## config.mk

```make
export PLATFORM = sky130hd
export DESIGN_NAME = phts_crc
export DESIGN_NICKNAME = d
export VERILOG_FILES = /design/src/hdl/phts_pkg.sv /design/src/hdl/phts_crc.sv
export SDC_FILE = /design/constraint.sdc
export NUM_CORES = 1
export LEC_CHECK = 0
export ABC_AREA = 1
export BUFFER_PORTS_ARGS = -buffer_cell sky130_fd_sc_hd__buf_2
export CORE_AREA = 5 5 64 66
export CTS_CLUSTER_DIAMETER = 200
export DETAILED_ROUTE_END_ITERATION = 7
export DIE_AREA = 0 0 69 71
export PLACE_DENSITY = 0.85
export SLEW_MARGIN = 25
export SYNTH_ARGS = -nofsm -noshare
export SYNTH_HDL_FRONTEND = slang
export SYNTH_SLANG_ARGS = --single-unit
```

## constraint.sdc

```tcl
create_clock -name clk -period 1.81 [get_ports clk]
set_clock_uncertainty 0.1 [all_clocks]
set_input_delay 0.2715 -clock clk [delete_from_list [all_inputs] [get_ports clk]]
set_output_delay 0.2715 -clock clk [all_outputs]
set_load 0.005 [all_outputs]
```

## src/hdl/phts_pkg.sv

```systemverilog
// ----------------------------------------------------------------------------
// Path hash table search package
// Shared types, mode codes and CRC-32 constants for the path hash lookup.
// ----------------------------------------------------------------------------
package phts_pkg;

  // Item modes.
  localparam logic [1:0] MODE_WRITE  = 2'd0;
  localparam logic [1:0] MODE_BYTE   = 2'd1;
  localparam logic [1:0] MODE_SEARCH = 2'd2;
  localparam logic [1:0] MODE_NONE   = 2'd3;

  // Reflected CRC-32.
  localparam logic [31:0] CRC_POLY = 32'hEDB8_8320;
  localparam logic [31:0] CRC_INIT = 32'hFFFF_FFFF;

  // Name normalization constants.
  localparam logic [7:0] NAME_SLASH     = 8'h2F;
  localparam logic [7:0] NAME_BACKSLASH = 8'h5C;
  localparam logic [7:0] HIGH_BYTES     = 8'h80;
  localparam logic [7:0] UPPER_FIRST    = 8'h41;
  localparam logic [7:0] UPPER_LAST     = 8'h5A;
  localparam logic [7:0] CASE_OFFSET    = 8'h20;

  typedef logic [10:0] count_t;

  typedef struct packed {
    logic [1:0]  mode;
    logic [9:0]  entry_index;
    logic [31:0] entry_hash;
    logic [7:0]  name_byte;
  } req_t;

  typedef struct packed {
    logic        found;
    logic [9:0]  match_index;
    logic [31:0] name_hash;
  } rsp_t;

  // Outcome of one binary search.
  typedef struct packed {
    logic        found;
    logic [10:0] index;
  } srch_res_t;

  // Lower case for ASCII letters, slash to backslash, high bytes unchanged.
  function automatic logic [7:0] normalize_byte(input logic [7:0] b);
    logic [7:0] r;
    r = b;
    if (b < HIGH_BYTES) begin
      if (b == NAME_SLASH) begin
        r = NAME_BACKSLASH;
      end else if (b >= UPPER_FIRST && b <= UPPER_LAST) begin
        r = b + CASE_OFFSET;
      end
    end
    return r;
  endfunction

endpackage

```

## src/hdl/phts_crc.sv

```systemverilog
// ----------------------------------------------------------------------------
// Bit-serial CRC-32 unit
// Folds one normalized byte into the running CRC, one bit per cycle.
// ----------------------------------------------------------------------------
module phts_crc import phts_pkg::*; (
  input  logic        clk,
  input  logic        rst,
  input  logic        start,
  input  logic [7:0]  byte_in,
  input  logic        clear,
  output logic        busy,
  output logic [31:0] crc
);

  logic [2:0]  bit_cnt;
  logic [31:0] crc_shift;

  // One step of the shared shift-and-xor unit.
  assign crc_shift = (crc >> 1) ^ (crc[0] ? CRC_POLY : 32'd0);

  always_ff @(posedge clk) begin
    if (rst) begin
      crc     <= CRC_INIT;
      busy    <= 1'b0;
      bit_cnt <= 3'd0;
    end else if (clear) begin
      crc  <= CRC_INIT;
      busy <= 1'b0;
    end else if (start) begin
      crc     <= crc ^ {24'd0, normalize_byte(byte_in)};
      busy    <= 1'b1;
      bit_cnt <= 3'd0;
    end else if (busy) begin
      crc     <= crc_shift;
      bit_cnt <= bit_cnt + 3'd1;
      if (bit_cnt == 3'd7) begin
        busy <= 1'b0;
      end
    end
  end

  a_last_bit_ends : assert property (@(posedge clk) disable iff (rst)
    (busy && bit_cnt == 3'd7 && !clear) |=> !busy)
    else $error("CRC unit stayed busy after the eighth bit");

endmodule

```

[After elaboration in Yosys (flattened, before gate mapping)]
Cells that the tools add are included.
Operators by class
  multiplexer cells: 14
  add/subtract/negate cells: 2
  reduce and logical (&&, ||, !) cells: 4
  bitwise logic cells: 3
  eq/ne operators: 2
  order comparisons: 3
Operator list (number)
  32-bit 2-to-1 mux: 3
  8-bit 2-to-1 mux: 6
  31-bit by 32-bit bitwise XOR with 32-bit output: 1
  32-bit by 8-bit bitwise XOR with 32-bit output: 1
  8-bit by 6-bit adder with 8-bit output (second input constant): 1
  8-bit by 6-bit == test with 1-bit output (second input constant): 1
  8-bit by 7-bit greater-or-equal comparator with 1-bit output (second input constant): 1
  8-bit by 7-bit less-or-equal comparator with 1-bit output (second input constant): 1
  8-bit < comparator (second input constant): 1
  3-bit 2-to-1 mux: 2
  3-bit by 1-bit adder with 3-bit output (second input constant): 1
  3-bit == test (second input constant): 1
  1-bit 2-to-1 mux: 3
  2-bit AND reduction: 1
  2-bit nonzero test: 1
  2-bit OR reduction: 1
  1-bit logical AND: 1
  1-bit inverter: 1
Storage, ports and cells
  register bits after elaboration: 36
  word-level logic and storage cells: 31

[Longest topological paths before layout]
  depth after elaboration: 10
  gate-level depth with buffers: 14
  gate-level depth less buffers: 14

[Worst setup path before layout]
OpenSTA, ideal clock, no wires.
  path kind: input-to-reg
  start point: in byte_in[5]
  end point: reg crc[6]
  setup slack: 0.385 ns
  data arrival time: 1.198 ns
  stages: 11
  data required time: 1.583 ns
  cell sequence: inv_2 -> ha_1 -> nand2_1 -> nor3_1 -> nand2_1 -> nand2_2 -> nand2_4 -> a21oi_1 -> o21ai_1 -> nor2_1 -> o21ai_2
On the way
  cells in the longest elaborated chain, start to end: 10
  elaborated cells between the ends (all ways): 14
  classes of those cells: add/sub (1); order compare (3); eq/ne (1); mux (7); bitwise (1); reduce/logical (1)
RTL lines
  start: declaration: RTL line phts_crc.sv:9  | input logic [7:0] byte_in,
  8-bit by 7-bit greater-or-equal comparator with 1-bit output / 8-bit by 7-bit less-or-equal comparator with 1-bit output (equally long branches): RTL line phts_pkg.sv:53  | end else if (b >= UPPER_FIRST && b <= UPPER_LAST) begin
  1-bit logical AND: RTL line phts_pkg.sv:53
  8-bit 2-to-1 mux: RTL line phts_pkg.sv:53
  8-bit 2-to-1 mux: RTL line phts_pkg.sv:51  | if (b == NAME_SLASH) begin
  8-bit 2-to-1 mux *: RTL line phts_pkg.sv:50  | if (b < HIGH_BYTES) begin
  8-bit 2-to-1 mux *: RTL line phts_crc.sv:29  | end else if (start) begin
  8-bit 2-to-1 mux *: RTL line phts_crc.sv:26  | end else if (clear) begin
  8-bit 2-to-1 mux *: RTL line phts_crc.sv:22  | if (rst) begin
  32-bit by 8-bit bitwise XOR with 32-bit output *: RTL line phts_crc.sv:30  | crc <= crc ^ {24'd0, normalize_byte(byte_in)};
  32-bit 2-to-1 mux *: RTL line phts_crc.sv:29
  end signal: assignment: RTL line phts_crc.sv:30
  end signal: assignment: RTL line phts_crc.sv:34  | crc <= crc_shift;
  end: declaration: RTL line phts_crc.sv:12  | output logic [31:0] crc
Every way passes the cells marked *; elsewhere a longest branch is shown, timed or not. The select of a mux whose other input is x is not followed.
A chain may end at the register's enable or synchronous reset.

[Final worst setup path]
  start point: reg crc[0]
  end point: out crc[0]
No word-level cell between the ends.

==> results by group <==
Run status
  – Outcome: finished clean

Setup path
  – CP max-delay cell: dfxtp_1
  – CP Buf/Inv Count: 1
  – FF-to-FF setup slack: 440 ps
  – Arrival time of the worst setup path: 1130 ps
  – R2R Path Start: busy
  – Critical path's top delay family: flip-flops
  – Worst Setup Path Type: register to output port
  – Depth of the worst register-to-register path: 6
  – Crit path depth: 1
  – Worst path cell trace: buf_2
  – CP max stage delay: 590 ps
  – Startpoint Class: register
  – Crit. End Element: output port
  – Worst R2R End: bit_cnt[0]
  – WP data required: 1440 ps
  – Worst-path fanout max: 13

Placement
  – Input/output buffers: 44
  – Placed cells: 320
  – GP Congestion: 0.797
  – DP Wirelength: 2860 µm

Clock network
  – Max Buffers Root-to-Sink: 2
  – CTS-repair resized insts: 0
  – Max H-tree Level: 2
  – Post-CTS setup buffer count: 0
  – Clock root cell: clkbuf_4
  – Hold_buf cts: 0
  – Clk_lat worst skew: 340 ps
  – Clk pin slew, worst setup/hold paths: 100 ps
  – CTS sink cnt: 36
  – CTS tree: built
  – Total CTS buffers: 5

Die
  – Die Wd: 69 µm
  – CORE AREA: 3520 µm²
  – Die area: 4900 µm²
  – IO Pins: 45
  – Initial Utilization: 0.488
  – # rows: 22
  – Die Height: 71 µm

Power and ir drop
  – Cell area power density: 701 nW/µm²
  – Max VDD drop: 0.428 mV
  – Leakage power: 0.000875 µW
  – Design Power: 1420 µW

STA
  – Crit path time final: 1510 ps
  – Endpoints failing setup: 0
  – Crit share post-route: 0.832
  – Final Max Tran Viols: 0
  – Relative max-transition margin: 0.621
  – FMAX: 664 MHz
  – Setup TNS: 0 ps
  – RSZ-0062 raised after global routing: false
  – Worst slew pin tran: 568 ps
  – Final Hold Fails: 0

Global route
  – Initial antenna violation count: 0
  – Total track usage: 0.169
  – First-pass GRT wire length: 6770 µm
  – Total grt overflow: 0
  – Vias in the first global route: 1500
  – Largest net degree at the start of global routing: 39

Drt
  – Via Count: 1656
  – Final ANT Viol Nets: 0
  – DR DRC count: 0
  – DR iter-0 viols: 84
  – Total wire length: 3910 µm
  – DRT Pass-1 Iters: 4
  – Post-detailed-route wirelength per cell: 11.9 µm
  – Vias/cell: 5.06

Hold path
  – Hold depth: 2
  – Worst Hold Launch: rst
  – Hold-critical path endpoint: bit_cnt[1]
  – Worst min path class: primary input to register

Layout
  – Final cell count without fillers: 327
  – FF/Latch Area: 721 µm²
  – Layout cell share with drive strength beyond 1: 0.240
  – Area Growth Syn to Fin: 17.5%
  – Final #Nets: 295
  – FILL cells: 380
  – Ant. Diodes: 0
  – Area of the multi-input gates: 885 µm²

Logic synthesis
  – Top_reg_cell synth: dfxtp_1
  – Yosys cell types: 28
  – Async set or reset register ratio after synthesis: 0
  – Post-Syn Area: 1720 µm²
  – Syn. warnings: 0
  – Synth Instances: 236
  – Synthesized flop and latch total: 36
  – Avg Cell Area, Syn: 7.29 µm²
  – Number of synthesized flops with an enable pin: 0
  – Sequential area share after synthesis: 0.419
  – Post-Syn Nets: 252

Flow run
  – Max cap viols: 0
-- area by class of cell --
| class | instances | share of cell area |
|---|---|---|
| Tap cell | 48 | 0.0297 |
| Timing Repair Buffer | 48 | 0.124 |
| Sequential cell | 36 | 0.356 |
| Multi-Input combinational cell | 172 | 0.437 |
| Inverter | 16 | 0.0297 |
| Clock inverter | 1 | 0.00248 |
| Clock buffer | 6 | 0.0204 |
-- flip-flops by register name (all words and copies together), names as in the netlist --
signal   cells
bit_cnt      3
crc         32
busy         1
-- cells in the final DEF (no fill, tap or decap), types with 5 or more instances in the layout --
cell,n
dfxtp_1,36
clkbuf_4,5
nand3_1,23
o21ai_0,10
inv_1,11
nor2_1,8
inv_2,5
nand2_1,60
buf_2,44
a21oi_1,30
xnor2_1,7
o21ai_1,6
-- metal layers --
metal  part of all wire  track usage
met5                  0            0
met1               0.47        0.218
met4              0.017       0.0781
met3              0.052       0.0455
met2               0.46        0.263
-- synthesized netlist by cell type, types with 2 or more instances --
cell type,instances,area share
dfxtp_1,36,0.42
clkbuf_1,5,0.011
a221oi_1,2,0.010
nor2_1,8,0.017
nand3_1,23,0.067
o21ai_0,10,0.029
nand2_2,2,0.0073
nor3_1,4,0.012
nand2_1,60,0.13
o21ai_1,6,0.017
o211ai_1,4,0.017
xnor2_1,7,0.036
buf_2,5,0.015
nor2_2,3,0.011
o21ai_2,2,0.010
inv_1,11,0.024
a21oi_1,30,0.087
ha_1,4,0.029
inv_2,5,0.011
-- metrics by stage --
| stage | hold slack [ps] | worst slack (ps) | area (µm²) | util |
|---|---|---|---|---|
| floorplan | 241 | 385 | 1720 | - |
| global route | 28.8 | 228 | 2020 | 0.574 |
| CTS | 28.1 | 302 | 2020 | 0.574 |
| global placement | 351 | 200 | 1980 | 0.561 |
| finish | 41.8 | 304 | 2020 | 0.574 |
| detailed placement | 361 | 108 | 1980 | 0.561 |
-- kinds of logic (layout without fill, tap and decap cells) --
| kind of cell | count (synthesis) | count (layout) | synth area share |
|---|---|---|---|
| AO/OA/AOI/OAI | 56 | 56 | 0.181 |
| XOR/XNOR | 8 | 8 | 0.0407 |
| adder cells (fa/ha/maj) | 4 | 4 | 0.0291 |
| buffers and inverters | 28 | 71 | 0.0669 |
| flip-flops | 36 | 36 | 0.419 |
| AND/OR/NAND/NOR | 104 | 104 | 0.263 |
-- power breakdown --
| group | switching [µW] | leakage [µW] | total [µW] | internal, µW |
|---|---|---|---|---|
| logic | 113 | 0.000553 | 186 | 73.6 |
| clock network | 254 | 0.0000281 | 397 | 143 |
| registers | 22.9 | 0.000293 | 835 | 812 |
| total | 390 | 0.000875 | 1420 | 1030 |
-- worst max-delay path by stage --
stage               startpoint  endpoint
detailed placement  byte_in[5]    crc[6]
CTS                     crc[0]    crc[0]
global route            crc[0]    crc[0]
floorplan           byte_in[5]    crc[6]
global placement    byte_in[5]    crc[6]
finish                  crc[0]    crc[0]
No activity file was read; power rests on OpenSTA's default activity.
