### src/hdl/phts_pkg.sv
// ----------------------------------------------------------------------------
// Path hash table search package
// Shared types, mode codes and CRC-32 constants for the path hash lookup.
// ----------------------------------------------------------------------------
package phts_pkg;

  // Item modes.
  localparam logic [1:0] MODE_WRITE  = 2'd0;
  localparam logic [1:0] MODE_BYTE   = 2'd1;
  localparam logic [1:0] MODE_SEARCH = 2'd2;
  localparam logic [1:0] MODE_NONE   = 2'd3;

  // Reflected CRC-32.
  localparam logic [31:0] CRC_POLY = 32'hEDB8_8320;
  localparam logic [31:0] CRC_INIT = 32'hFFFF_FFFF;

  // Name normalization constants.
  localparam logic [7:0] NAME_SLASH     = 8'h2F;
  localparam logic [7:0] NAME_BACKSLASH = 8'h5C;
  localparam logic [7:0] HIGH_BYTES     = 8'h80;
  localparam logic [7:0] UPPER_FIRST    = 8'h41;
  localparam logic [7:0] UPPER_LAST     = 8'h5A;
  localparam logic [7:0] CASE_OFFSET    = 8'h20;

  typedef logic [10:0] count_t;

  typedef struct packed {
    logic [1:0]  mode;
    logic [9:0]  entry_index;
    logic [31:0] entry_hash;
    logic [7:0]  name_byte;
  } req_t;

  typedef struct packed {
    logic        found;
    logic [9:0]  match_index;
    logic [31:0] name_hash;
  } rsp_t;

  // Outcome of one binary search.
  typedef struct packed {
    logic        found;
    logic [10:0] index;
  } srch_res_t;

  // Lower case for ASCII letters, slash to backslash, high bytes unchanged.
  function automatic logic [7:0] normalize_byte(input logic [7:0] b);
    logic [7:0] r;
    r = b;
    if (b < HIGH_BYTES) begin
      if (b == NAME_SLASH) begin
        r = NAME_BACKSLASH;
      end else if (b >= UPPER_FIRST && b <= UPPER_LAST) begin
        r = b + CASE_OFFSET;
      end
    end
    return r;
  endfunction

endpackage

### src/hdl/phts_search.sv
// ----------------------------------------------------------------------------
// Binary search sequencer
// Probes the sorted hash table with floor midpoints through one comparator.
// ----------------------------------------------------------------------------
module phts_search import phts_pkg::*; #(
  parameter int TABLE_DEPTH = 1024,
  localparam int AW = (TABLE_DEPTH > 1) ? $clog2(TABLE_DEPTH) : 1
) (
  input  logic          clk,
  input  logic          rst,
  input  logic          start,
  input  count_t        count,
  input  logic [31:0]   key,
  output logic          rd_en,
  output logic [AW-1:0] rd_addr,
  input  logic [31:0]   rd_data,
  output logic          done,
  output srch_res_t     result
);

  typedef enum logic [2:0] {
    S_IDLE  = 3'b001,
    S_PROBE = 3'b010,
    S_CMP   = 3'b100
  } srch_state_t;

  localparam logic [16:0] DEPTH_W = 17'(TABLE_DEPTH);

  srch_state_t state;
  logic [11:0] lo;
  logic [11:0] hi_x;     // exclusive upper bound
  logic [10:0] mid;
  logic [31:0] key_q;
  logic [11:0] n_lim;
  logic [12:0] mid_sum;
  logic [10:0] mid_calc;

  // Entry counts beyond the table are clamped to its depth.
  assign n_lim    = (17'(count) > DEPTH_W) ? DEPTH_W[11:0] : {1'b0, count};
  assign mid_sum  = 13'(lo) + 13'(hi_x) - 13'd1;
  assign mid_calc = mid_sum[11:1];

  assign rd_en   = (state == S_PROBE) && (lo < hi_x);
  assign rd_addr = AW'(mid_calc);

  always_ff @(posedge clk) begin
    if (rst) begin
      state <= S_IDLE;
      lo    <= 12'd0;
      hi_x  <= 12'd0;
      done  <= 1'b0;
    end else begin
      done <= 1'b0;
      case (state)
        S_IDLE: begin
          if (start) begin
            lo    <= 12'd0;
            hi_x  <= n_lim;
            state <= S_PROBE;
          end
        end
        S_PROBE: begin
          if (lo < hi_x) begin
            state <= S_CMP;
          end else begin
            done  <= 1'b1;
            lo    <= 12'd0;
            hi_x  <= 12'd0;
            state <= S_IDLE;
          end
        end
        S_CMP: begin
          if (rd_data == key_q) begin
            done  <= 1'b1;
            state <= S_IDLE;
          end else if (rd_data < key_q) begin
            lo    <= {1'b0, mid} + 12'd1;
            state <= S_PROBE;
          end else begin
            hi_x  <= {1'b0, mid};
            state <= S_PROBE;
          end
        end
        default: begin
          state <= S_IDLE;
        end
      endcase
    end
  end

  // Payload registers: key, midpoint and outcome.
  always_ff @(posedge clk) begin
    if (state == S_IDLE && start) begin
      key_q <= key;
    end
    if (rd_en) begin
      mid <= mid_calc;
    end
    if (state == S_PROBE && !(lo < hi_x)) begin
      result <= '{found: 1'b0, index: 11'd0};
    end else if (state == S_CMP && rd_data == key_q) begin
      result <= '{found: 1'b1, index: mid};
    end
  end

  a_cmp_range : assert property (@(posedge clk) disable iff (rst)
    (state == S_CMP) |-> (lo < hi_x))
    else $error("Comparison with an empty search range");

  a_done_pulse : assert property (@(posedge clk) disable iff (rst)
    done |=> !done)
    else $error("Search done held for more than one cycle");

  a_hit_in_range : assert property (@(posedge clk) disable iff (rst)
    (done && result.found) |-> ({1'b0, result.index} >= lo && {1'b0, result.index} < hi_x))
    else $error("Hit index outside the search range");

endmodule

### config.mk
export PLATFORM = sky130hd
export DESIGN_NAME = phts_search
export DESIGN_NICKNAME = d
export VERILOG_FILES = /design/src/hdl/phts_pkg.sv /design/src/hdl/phts_search.sv
export SDC_FILE = /design/constraint.sdc
export NUM_CORES = 1
export LEC_CHECK = 0
export ABC_AREA = 1
export BUFFER_PORTS_ARGS = -buffer_cell sky130_fd_sc_hd__buf_2
export CAP_MARGIN = 20
export CORE_ASPECT_RATIO = 0.75
export CORE_MARGIN = 5
export CORE_UTILIZATION = 60
export DETAILED_ROUTE_END_ITERATION = 6
export PLACE_DENSITY = 0.95
export SLEW_MARGIN = 20
export SYNTH_ARGS = -nofsm -noshare
export SYNTH_HDL_FRONTEND = slang
export SYNTH_SLANG_ARGS = --single-unit
### constraint.sdc
create_clock -name clk -period 5.2 [get_ports clk]
set_input_delay 0.78 -clock clk [delete_from_list [all_inputs] [get_ports clk]]
set_output_delay 0.78 -clock clk [all_outputs]
set_load 0.01 [all_outputs]
### Word-level counts from Yosys, hierarchy flattened

Cells that the tools add are included.

| word-level totals | value |
|---|---|
| bits in latches | 0 |
| flip-flop bits (word level) | 83 |
| bits in read-only memories | 0 |
| bits in writable memories | 0 |
| memories kept | 0 |

| operators by class | value |
|---|---|
| $lt $le $gt $ge | 3 |
| div/mod/pow operators | 0 |
| add/sub/neg operators | 3 |
| shift operators | 0 |
| eq/ne operators | 9 |
| reduce and logical (&&, ||, !) cells | 8 |
| multipliers | 0 |
| multiplexer cells | 17 |
| bitwise logic cells | 0 |

Operators by type and width:

| cell | count |
|---|---|
| 2-to-1 mux 12 bit | 7 |
| case mux 12 bit (3 select lines) | 2 |
| equality test 32 bit | 1 |
| < comparator 32 bit | 1 |
| adder 11 x 1 -> 12 bit (second input constant) | 1 |
| adder 12 bit | 1 |
| < comparator 12 bit | 1 |
| subtractor 12 x 1 -> 12 bit (second input constant) | 1 |
| > comparator 11 bit (second input constant) | 1 |
| 2-to-1 mux 11 bit | 1 |
| != test 2 bit (second input constant) | 5 |
| AND reduction 5 bit | 2 |
| case mux 3 bit (3 select lines) | 1 |
| 2-to-1 mux 3 bit | 2 |
| logical AND 1 bit | 4 |
| equality test 3 x 1 -> 1 bit (second input constant) | 1 |
| equality test 3 x 2 -> 1 bit (second input constant) | 1 |
| equality test 3 bit (second input constant) | 1 |
| nonzero test 3 bit | 1 |
| 2-to-1 mux 1 bit | 2 |
| 2-to-1 mux 2 bit | 1 |
| case mux 1 bit (2 select lines) | 1 |
| logical NOT 1 bit | 1 |

### Depth between registers and ports, before layout

Gate-level depths: netlist (run 1).

| logic depth | value |
|---|---|
| depth in word-level cells | 4 |
| gate-level depth with buffers | 18 |
| gate-level depth less buffers | 18 |

### Least setup slack after synthesis (run 1)

OpenSTA, ideal clock, no wires.

| timing path | value |
|---|---|
| kind | flip-flop to output port |
| from | reg lo[1] |
| to | out rd_addr[8] |
| path slack | 2323 ps |
| stages on the path, launching flop included | 12 |
| arrival time | 2097 ps |
| cell sequence | dfxtp_1 -> inv_1 -> ha_1 -> inv_1 -> ha_1 -> inv_1 -> fa_1 -> inv_1 -> a31oi_1 -> o31ai_1 -> xor2_1 -> buf_4 |

| on the way | value |
|---|---|
| longest elaborated chain between the ends | 2 |

RTL lines:

| item | RTL line | text |
|---|---|---|
| from (decl) | phts_search.sv:30 | `logic [11:0] lo;` |
| from (signal assigned) | phts_search.sv:77 | `lo <= {1'b0, mid} + 12'd1;` |
| adder 12 bit | phts_search.sv:40 | `assign mid_sum = 13'(lo) + 13'(hi_x) - 13'd1;` |
| subtractor 12 x 1 -> 12 bit | phts_search.sv:40 |  |
| to (decl) | phts_search.sv:15 | `output logic [AW-1:0] rd_addr,` |

No other way between the ends.

### Worst setup path after layout (run 1)

| timing path | value |
|---|---|
| from | reg hi_x[1] |
| to | out rd_addr[8] |

| on the way | value |
|---|---|
| longest elaborated chain between the ends | 2 |

RTL lines:

| item | RTL line | text |
|---|---|---|
| from (decl) | phts_search.sv:31 | `logic [11:0] hi_x;` |
| from (signal assigned) | phts_search.sv:58 | `hi_x <= n_lim;` |
| from (signal assigned) | phts_search.sv:80 | `hi_x <= {1'b0, mid};` |
| adder 12 bit | phts_search.sv:40 |  |
| subtractor 12 x 1 -> 12 bit | phts_search.sv:40 |  |

No other way between the ends.

==> flow_metrics.py, run 1 <==
metrics = {
    "timing": {
        "fin_skew_ns": 0.00637,
        "setup_ws_ns": 1.58,
        "relSlewSlack": 0.516,
        "fmax_mhz": 276,
        "finalSetupTns_ns": 0,
        "period_needed_ns": 3.62,
        "grt_setup_unrepaired": "no",
        "finalCritPeriodShare": 0.696,
        "tightest_slew_ns": 0.725,
        "finalSetupViolations": 0,
        "timing.final.max_slew_violations": 0,
        "report.final.hold_viol_count": 0,
    },
    "critical_path": {
        "cpPeakStageDelay_ns": 0.40,
        "r2r_slack_ns": 2.67,
        "slowest_stage": "fa_1",
        "r2r_start": "state[0]$_SDFFE_PP1P_",
        "path_common_cell": "inv_1",
        "cp-start-kind": "register",
        "cp_max_fo": 3,
        "reg2reg_depth": 12,
        "worstPathRequired_ns": 4.42,
        "arrival_ns": 2.84,
        "cp-end-kind": "output port",
        "timing.rr.end": "hi_x[10]$_SDFFE_PP0P_",
        "crit_buf_inv": 5,
        "critPathTopFamily": "adder cells",
        "path_cells": "inv_1 -> ha_1 -> inv_1 -> ha_1 -> inv_1 -> fa_1 -> inv_1 -> a31oi_1 -> o31ai_1 -> xor2_1 -> buf_2",
        "worstSetupPathType": "reg2out",
    },
    "yosys": {
        "ys_seq_elements": 82,
        "synthesis.nets": 775,
        "syn_inst": 633,
        "ys_types": 39,
        "synth_flop_cell": "edfxtp_1",
        "synth.cell_area_um2": 5110,
        "avgSynthCellArea_um2": 8.08,
        "ys_warn_count": 0,
        "async_flop_share": 0,
        "synth-edff-count": 43,
        "synth_seq_area_share": 0.405,
    },
    "clock_network": {
        "cts_setup_buffers": 0,
        "numCtsBuffers": 9,
        "clockBufferDepth": 2,
        "clk_pin_slew_ns": 0.06,
        "ctsResizeCount": 0,
        "clk-insertion-delay-late_ns": 0.33,
        "ctsRootBufferMaster": "clkbuf_16",
        "cts.sinks": 82,
        "h-tree-depth": 3,
        "cts_hold_buf": 0,
        "cts_tree": "yes",
    },
    "grt": {
        "antenna_found_initial": 0,
        "track_usage": 0.249,
        "grt_max_degree": 33,
        "grt_pass1_vias": 4590,
        "grt_pass1_wl_um": 20900,
        "gr-total-overflow": 0,
    },
    "floorplan": {
        "rows": 29,
        "ioPinCount": 102,
        "dieHeight_um": 90.0,
        "core_region_area_um2": 8380,
        "die_area_um2": 10500,
        "die_width_um": 117,
        "start_util": 0.610,
    },
    "power": {
        "powerDensity_nw_per_um2": 596,
        "p_leak_nw": 3.01,
        "ir_drop_uv": 405,
    },
    "finish": {
        "final_cell_mix": "nand2_1 (121), inv_1 (117), buf_2 (101), ha_1 (63), nor2_1 (58)",
        "mostFrequentLayoutCell": "nand2_1",
        "final_layout_size_suffix_gt1_frac": 0.195,
        "area_growth_pct": 16.4,
        "postLayoutCellArea_um2": 5950,
        "finalNetCount": 867,
        "fin_util": 0.710,
        "n_antenna_cell": 0,
    },
    "placement": {
        "gp_congestion": 0.920,
        "place_ws_ns": 2.00,
        "dpl_cell_area_um2": 5630,
        "dp_hpwl_um": 9980,
        "io_buffers": 101,
    },
    "route": {
        "via_count": 4544,
        "drt_first_pass_iters": 7,
        "dr_wl_met3_um": 959,
        "wl_met2_um": 6330,
        "wl_met1_um": 5150,
        "drtAntennaViolNets": 0,
        "drt-total-wl_um": 12800,
        "drc": 0,
        "vias_per_cell": 5.42,
        "drt_iter0_markers": 451,
        "routed.top_layer": "met4",
        "post_drt_wl_per_cell_um": 15.3,
    },
    "worst_hold_path": {
        "holdPathEnd": "result[4]$_SDFFE_PP0P_",
        "hold_path_startpoint": "result[4]$_SDFFE_PP0P_",
        "hold_path_depth": 2,
        "hp-class": "reg2reg",
    },
    "run": {
        "max_cap_violations": 0,
    },
    "status": {
        "outcome": "finished clean",
    },
}
-- Yosys cell counts, drive strengths merged, types with 2 or more instances --
master,count,area (um2)
clkinv,2,7.51
edfxtp,43,1290
o21a,3,22.5
nand2,124,478
nand3,37,195
ha,63,788
nor3,5,30.0
o31ai,2,15.0
a31oi,9,56.3
o2111ai,2,17.5
o21ai,13,65.1
o21bai,4,30.0
xor2,7,61.3
xnor2,4,35.0
inv,121,457
clkbuf,5,18.8
a21oi,55,275
buf,16,119
nor2,71,297
dfxtp,39,781
-- layer usage --
| metal | global-route usage | up-vias |
|---|---|---|
| li1 | - | 2206 |
| met3 | 0.0430 | 34 |
| met5 | 0 | - |
| met4 | 0.0974 | 0 |
| met1 | 0.313 | 2094 |
| met2 | 0.424 | 210 |
-- state kept, by name, summed over array words and instances, names as in the netlist --
register,count
hi_x,11
lo,12
mid,11
state,3
done,1
key_q,32
result,12
-- report_power, final --
group / internal [W] / total [W] / leakage [nW] / switching, W
Clock: 0.000413 / 0.000669 / 0.163 / 0.000255
Combinational: 0.000701 / 0.00189 / 2.13 / 0.00119
Sequential: 0.000898 / 0.000983 / 0.721 / 0.0000856
-- kinds of logic after synthesis --
family,Yosys count,share of synthesized area
and+or+nand+nor,239,0.198
buffers and inverters,144,0.118
xor gates and xnor gates,11,0.0188
AOI/OAI and AO/OA,93,0.102
DFF,82,0.405
adders and majority gates,64,0.158
-- worst max-delay path by stage --
stage	cells past startpoint	from	slack [ns]	endpoint
global route	11	hi_x[1]$_SDFFE_PP0P_	1.45	rd_addr[8]
global placement	11	lo[1]$_SDFFE_PP0P_	2.22	rd_addr[8]
finish	11	hi_x[1]$_SDFFE_PP0P_	1.58	rd_addr[8]
detailed placement	11	lo[1]$_SDFFE_PP0P_	2.00	rd_addr[8]
CTS	11	lo[1]$_SDFFE_PP0P_	1.63	rd_addr[8]
floorplan	11	lo[1]$_SDFFE_PP0P_	2.32	rd_addr[8]
-- worst register-to-register path: stages (launching register included) --
cell and delay [ns]:
dfxtp_1 0.36, nor2_1 0.06, nand2_1 0.53, inv_2 0.19, nand3_2 0.27, nand2_1 0.10, inv_2 0.07, nand2_2 0.06
inv_4 0.23, nand2_4 0.12, inv_2 0.26, nor2_1 0.08, nor2_1 0.13
-- area by class of cell --
class | count | area [um2]
Sequential cell | 82 | 2070
Clock buffer | 13 | 304
Tap cell | 108 | 135
Clock inverter | 3 | 21.3
Timing Repair Buffer | 102 | 513
Inverter | 123 | 464
Fill cell | 626 | 2430
Multi-Input combinational cell | 407 | 2440
-- stage by stage --
stage / total power [W] / hold WS, ns / cells
after global routing: 0.00381 / 0.490 / 838
after CTS: 0.00353 / 0.464 / 838
final: 0.00355 / 0.464 / 838
after detailed placement: 0.00284 / 0.454 / 822
after floorplan: 0.00256 / 0.449 / 633
after global placement: 0.00275 / 0.454 / 822
(Power assumes the default switching activity.)
==> inputs of run 2 (changes only) <==
Settings changed: CORE_UTILIZATION 60 to 50, PLACE_DENSITY 0.95 to 0.86.
Clock period 5.2 ns to 3.25 ns, I/O delays scaled along.
==> flow_metrics.py, run 2 (synthesized netlist as in run 1, its figures left out) <==
metrics = {
    "finish": {
        "largest_reg_flops": 32,
        "fin_util": 0.590,
        "stdcell_count": 869,
        "area_growth_pct": 16.8,
        "reg_top3": "key_q x32, lo x12, result x12",
        "mostFrequentLayoutCell": "nand2_1",
        "finalNetCount": 869,
        "final_cell_mix": "nand2_1 (121), inv_1 (116), buf_2 (101), ha_1 (62), nor2_1 (58)",
        "regMostFlops": "key_q",
        "postLayoutCellArea_um2": 5970,
        "final_layout_size_suffix_gt1_frac": 0.204,
    },
    "worst_hold_path": {
        "hold_path_depth": 1,
        "hp-class": "in2reg",
    },
    "route": {
        "drc": 0,
        "drt_first_pass_iters": 6,
        "via_count": 4421,
        "vias_per_cell": 5.09,
        "drt-total-wl_um": 11900,
        "post_drt_wl_per_cell_um": 13.7,
        "drtAntennaViolNets": 0,
        "drt_iter0_markers": 314,
    },
    "timing": {
        "period_needed_ns": 3.11,
        "tightest_slew_ns": 0.690,
        "finalSetupTns_ns": 0,
        "report.final.hold_viol_count": 0,
        "finalSetupViolations": 0,
        "relSlewSlack": 0.539,
        "finalCritPeriodShare": 0.956,
        "timing.final.max_slew_violations": 0,
        "fin_skew_ns": 0.00943,
        "fmax_mhz": 322,
        "fin_hold_ws_ns": 0.315,
    },
    "power": {
        "power.switching_w": 0.00239,
        "clock_power_share": 0.180,
        "p_leak_nw": 3.00,
        "p_int_w": 0.00311,
        "powerDensity_nw_per_um2": 922,
        "ir_drop_uv": 432,
        "switching_share": 0.435,
        "seq_power_share": 0.283,
        "power_frac_comb": 0.537,
    },
    "placement": {
        "dp_hpwl_um": 9280,
        "dp.cells": 852,
        "io_buffers": 101,
        "dpl_cell_area_um2": 5680,
        "gp_congestion": 0.892,
    },
    "floorplan": {
        "rows": 32,
        "die_width_um": 127,
        "ioPinCount": 102,
        "start_util": 0.505,
        "dieHeight_um": 97.6,
        "die_area_um2": 12400,
        "core_region_area_um2": 10100,
    },
    "grt": {
        "track_usage": 0.198,
        "antenna_found_initial": 1,
        "grt_pass1_wl_um": 19900,
        "grt_pass1_vias": 4414,
        "gr-total-overflow": 0,
        "grt_max_degree": 33,
    },
    "critical_path": {
        "slowest_stage": "fa_2",
        "reg2reg_depth": 13,
        "cp.depth": 11,
        "arrival_ns": 2.62,
        "cp_max_fo": 3,
        "path_cells": "inv_1 -> ha_1 -> inv_1 -> ha_2 -> inv_1 -> fa_2 -> inv_2 -> a31oi_1 -> o31ai_1 -> xor2_1 -> buf_2",
        "worstSetupPathType": "reg2out",
        "cp-end-kind": "output port",
        "critPathTopFamily": "adder cells",
        "worstPathRequired_ns": 2.76,
        "path_common_cell": "inv_1",
        "crit_buf_inv": 5,
        "cp-start-kind": "register",
        "cpPeakStageDelay_ns": 0.36,
    },
    "run": {
        "max_cap_violations": 0,
    },
    "status": {
        "outcome": "finished clean",
    },
    "clock_network": {
        "cts_setup_buffers": 0,
        "cts_tree": "yes",
        "cts.sinks": 82,
        "numCtsBuffers": 9,
        "ctsRootBufferMaster": "clkbuf_16",
        "clk-insertion-delay-late_ns": 0.34,
        "clk_pin_slew_ns": 0.07,
        "clockBufferDepth": 2,
        "h-tree-depth": 3,
    },
}
-- run 2: cell count changes in the layout (fill, tap and decap cells not counted), sizes merged --
cell / change
buf: +2
inv: +1
diode: +1
clkinv: +2
clkbuf: -3
-- run 2: final cells by class --
cell class | instances | area [um2]
fillers | 863 | 4160
inverters | 123 | 464
clock buffers | 10 | 239
diodes | 1 | 2.50
well taps | 136 | 170
repair buffers | 104 | 528
clock inverters | 6 | 47.5
flip-flops and latches | 82 | 2070
multi-input cells | 407 | 2450
-- run 2: stage by stage --
stage / power [W] / setup WS [ns]
2_1_floorplan: 0.00409 / 0.665
3_3_place_gp: 0.00444 / 0.523
3_5_place_dp: 0.00448 / 0.472
4_1_cts: 0.00550 / 0.104
5_1_grt: 0.00598 / -0.00529
6_report: 0.00551 / 0.144
-- run 2: per-layer routing --
layer	share of wire	GRT usage	wire length [um]
met1	0.42	0.242	5020
met2	0.48	0.335	5690
met3	0.062	0.0423	735
met4	0.035	0.0841	415
met5	0	0	0
-- run 2: repair_timing --
action / 4_1_cts / 5_1_grt
setup endpoints to repair: 0 / 1
resized for setup: 0 / 4
hold buffers: 0 / 0
-- run 2: worst paths after layout --
kind	start	to	slack, ns
hold reg to reg	result[6]$_SDFFE_PP0P_	result[6]$_SDFFE_PP0P_	0.46
setup reg to reg	lo[10]$_SDFFE_PP0P_	lo[6]$_SDFFE_PP0P_	0.86
hold / removal	key[5]	key_q[5]$_DFFE_PP_	0.31
setup / recovery	hi_x[1]$_SDFFE_PP0P_	rd_addr[8]	0.14
-- run 2: worst reg2reg max path: stages (launching register included) --
cell     delay, ns
dfxtp_1       0.34
inv_1         0.06
ha_1          0.30
nor2_1        0.16
nand3_1       0.13
nor2_1        0.18
nand2_1       0.12
nand3_1       0.16
nand2_2       0.09
inv_4         0.23
nand2_1       0.28
nand2_1       0.13
nand2_1       0.05
nor2_1        0.10
-- run 2: power groups by stage --
| stage | Clock [W] | Combinational, W | Sequential [W] |
|---|---|---|---|
| finish | 0.000989 | 0.00296 | 0.00156 |
| global placement | 0 | 0.00287 | 0.00157 |
| floorplan | 0 | 0.00255 | 0.00155 |
| detailed placement | 0 | 0.00290 | 0.00158 |
| global route | 0.00105 | 0.00335 | 0.00158 |
| CTS | 0.00101 | 0.00294 | 0.00156 |
==> inputs of run 3 (changes only) <==
Settings changed: CORE_MARGIN 5 to 2, PLACE_DENSITY 0.86 to 0.81.
==> flow_metrics.py, run 3 (synthesized netlist as in run 1, its figures left out) <==
metrics = {
    "clock_network": {
        "cts_setup_buffers": 0,
        "clk_pin_slew_ns": 0.07,
        "ctsRootBufferMaster": "clkbuf_16",
        "numCtsBuffers": 9,
        "h-tree-depth": 3,
        "clk-insertion-delay-late_ns": 0.35,
        "cts_tree": "yes",
        "clockBufferDepth": 2,
        "cts.sinks": 82,
    },
    "timing": {
        "setup_ws_ns": 0.150,
        "finalCritPeriodShare": 0.954,
        "period_needed_ns": 3.10,
        "tightest_slew_ns": 0.469,
        "grt_setup_unrepaired": "no",
        "timing.final.max_slew_violations": 0,
        "report.final.hold_viol_count": 0,
        "relSlewSlack": 0.687,
        "fmax_mhz": 323,
        "finalSetupViolations": 0,
        "finalSetupTns_ns": 0,
        "fin_skew_ns": 0.0107,
    },
    "floorplan": {
        "core_region_area_um2": 9810,
        "die_width_um": 121,
        "rows": 31,
        "start_util": 0.521,
        "ioPinCount": 102,
        "die_area_um2": 11100,
        "dieHeight_um": 91.6,
    },
    "critical_path": {
        "r2r_start": "lo[10]$_SDFFE_PP0P_",
        "reg2reg_depth": 13,
        "cp_max_fo": 3,
        "startpoint": "hi_x[1]$_SDFFE_PP0P_",
        "slowest_stage": "fa_2",
        "timing.rr.end": "hi_x[6]$_SDFFE_PP0P_",
        "crit_buf_inv": 5,
        "arrival_ns": 2.61,
        "worstPathRequired_ns": 2.76,
        "cpPeakStageDelay_ns": 0.37,
        "path_cells": "inv_1 -> ha_1 -> inv_1 -> ha_2 -> inv_1 -> fa_2 -> inv_2 -> a31oi_2 -> o31ai_2 -> xor2_1 -> buf_2",
        "worstSetupPathType": "reg2out",
        "cp-end-kind": "output port",
        "critPathTopFamily": "adder cells",
        "cp-start-kind": "register",
        "path_common_cell": "inv_1",
        "r2r_slack_ns": 0.83,
    },
    "finish": {
        "n_antenna_cell": 0,
        "register_area_um2": 2070,
        "multi_input_area_um2": 2470,
        "final_cell_mix": "nand2_1 (121), inv_1 (116), buf_2 (101), ha_1 (59), nor2_1 (58)",
        "area_growth_pct": 17.4,
        "final_layout_size_suffix_gt1_frac": 0.210,
        "fillers": 844,
        "finalNetCount": 870,
        "reg_top3": "key_q x32, lo x12, result x12",
        "stdcell_count": 865,
        "regMostFlops": "key_q",
        "largest_reg_flops": 32,
        "mostFrequentLayoutCell": "nand2_1",
    },
    "status": {
        "outcome": "finished clean",
    },
    "grt": {
        "antenna_found_initial": 0,
        "grt_pass1_wl_um": 21200,
        "grt_pass1_vias": 4563,
        "gr-total-overflow": 0,
        "track_usage": 0.243,
        "grt_max_degree": 33,
    },
    "route": {
        "drt_iter0_markers": 326,
        "drtAntennaViolNets": 0,
        "post_drt_wl_per_cell_um": 14.8,
        "drc": 0,
        "drt-total-wl_um": 12800,
        "via_count": 4433,
        "drt_first_pass_iters": 5,
        "vias_per_cell": 5.12,
    },
    "placement": {
        "dp.cells": 849,
        "place_ws_ns": 0.434,
        "gp_congestion": 0.974,
        "io_buffers": 101,
        "dp_hpwl_um": 9960,
    },
    "worst_hold_path": {
        "hold_path_depth": 1,
        "hold_path_startpoint": "key[10]",
        "hp-class": "in2reg",
        "holdPathEnd": "key_q[10]$_DFFE_PP_",
    },
    "power": {
        "ir_drop_uv": 485,
        "design_power_total_w": 0.00574,
        "powerDensity_nw_per_um2": 956,
        "p_leak_nw": 3.01,
    },
    "run": {
        "max_cap_violations": 0,
    },
}
## run 3: routing by layer
layer  track usage  wire length, um  vias up  share of wire
met5             0                0        -              0
met4        0.0901              359        0          0.028
met3        0.0540              927       32          0.073
met2         0.405             5980      168           0.47
met1         0.309             5510     2017           0.43
li1              -                -     2216              -
## run 3: area by class of cell
cell class                      instances  area share
Multi-Input combinational cell        407       0.411
Sequential cell                        82       0.345
Clock inverter                          6      0.0121
Clock buffer                           10      0.0381
Inverter                              123      0.0773
Timing Repair Buffer                  105      0.0892
Tap cell                              132      0.0275
## run 3: per-stage QoR
stage	hold slack, ns	utilization	cell area, um2
after global routing	0.307	0.612	6010
after floorplan	0.449	-	5110
final	0.316	0.612	6010
after detailed placement	0.457	0.579	5680
after global placement	0.452	0.579	5680
after CTS	0.313	0.609	5980
## run 3: worst max-delay path by stage
stage / end / slack, ns / depth (start not counted)
after floorplan: rd_addr[8] / 0.67 / 11
after global placement: rd_addr[8] / 0.54 / 11
after detailed placement: rd_addr[8] / 0.43 / 11
after CTS: rd_addr[8] / 0.06 / 11
after global routing: rd_addr[8] / 0.005 / 11
final: rd_addr[8] / 0.15 / 11
## run 3: where the power goes
| part | switching (W) | total (W) | internal, W |
|---|---|---|---|
| clock network | 0.000443 | 0.00105 | 0.000607 |
| logic | 0.00196 | 0.00313 | 0.00117 |
| registers | 0.000131 | 0.00157 | 0.00144 |
| total | 0.00253 | 0.00574 | 0.00321 |
## run 3: worst register-to-register path, stage by stage, from the launching register on
cell and delay (ns):
dfxtp_1 0.35, inv_1 0.06, ha_1 0.31, nor2_1 0.15, nand3_1 0.12, a21oi_1 0.20, nor2_1 0.13, nand3_1 0.14
nand2_2 0.08, inv_4 0.22, nand2_4 0.12, inv_2 0.28, nor2_2 0.06, nor2_1 0.12
## run 3: repair_timing
| action | 4_1_cts | 5_1_grt |
|---|---|---|
| gates resized for setup | 0 | 10 |
| endpoints found under the setup margin | 0 | 2 |
| hold buffers | 0 | 0 |
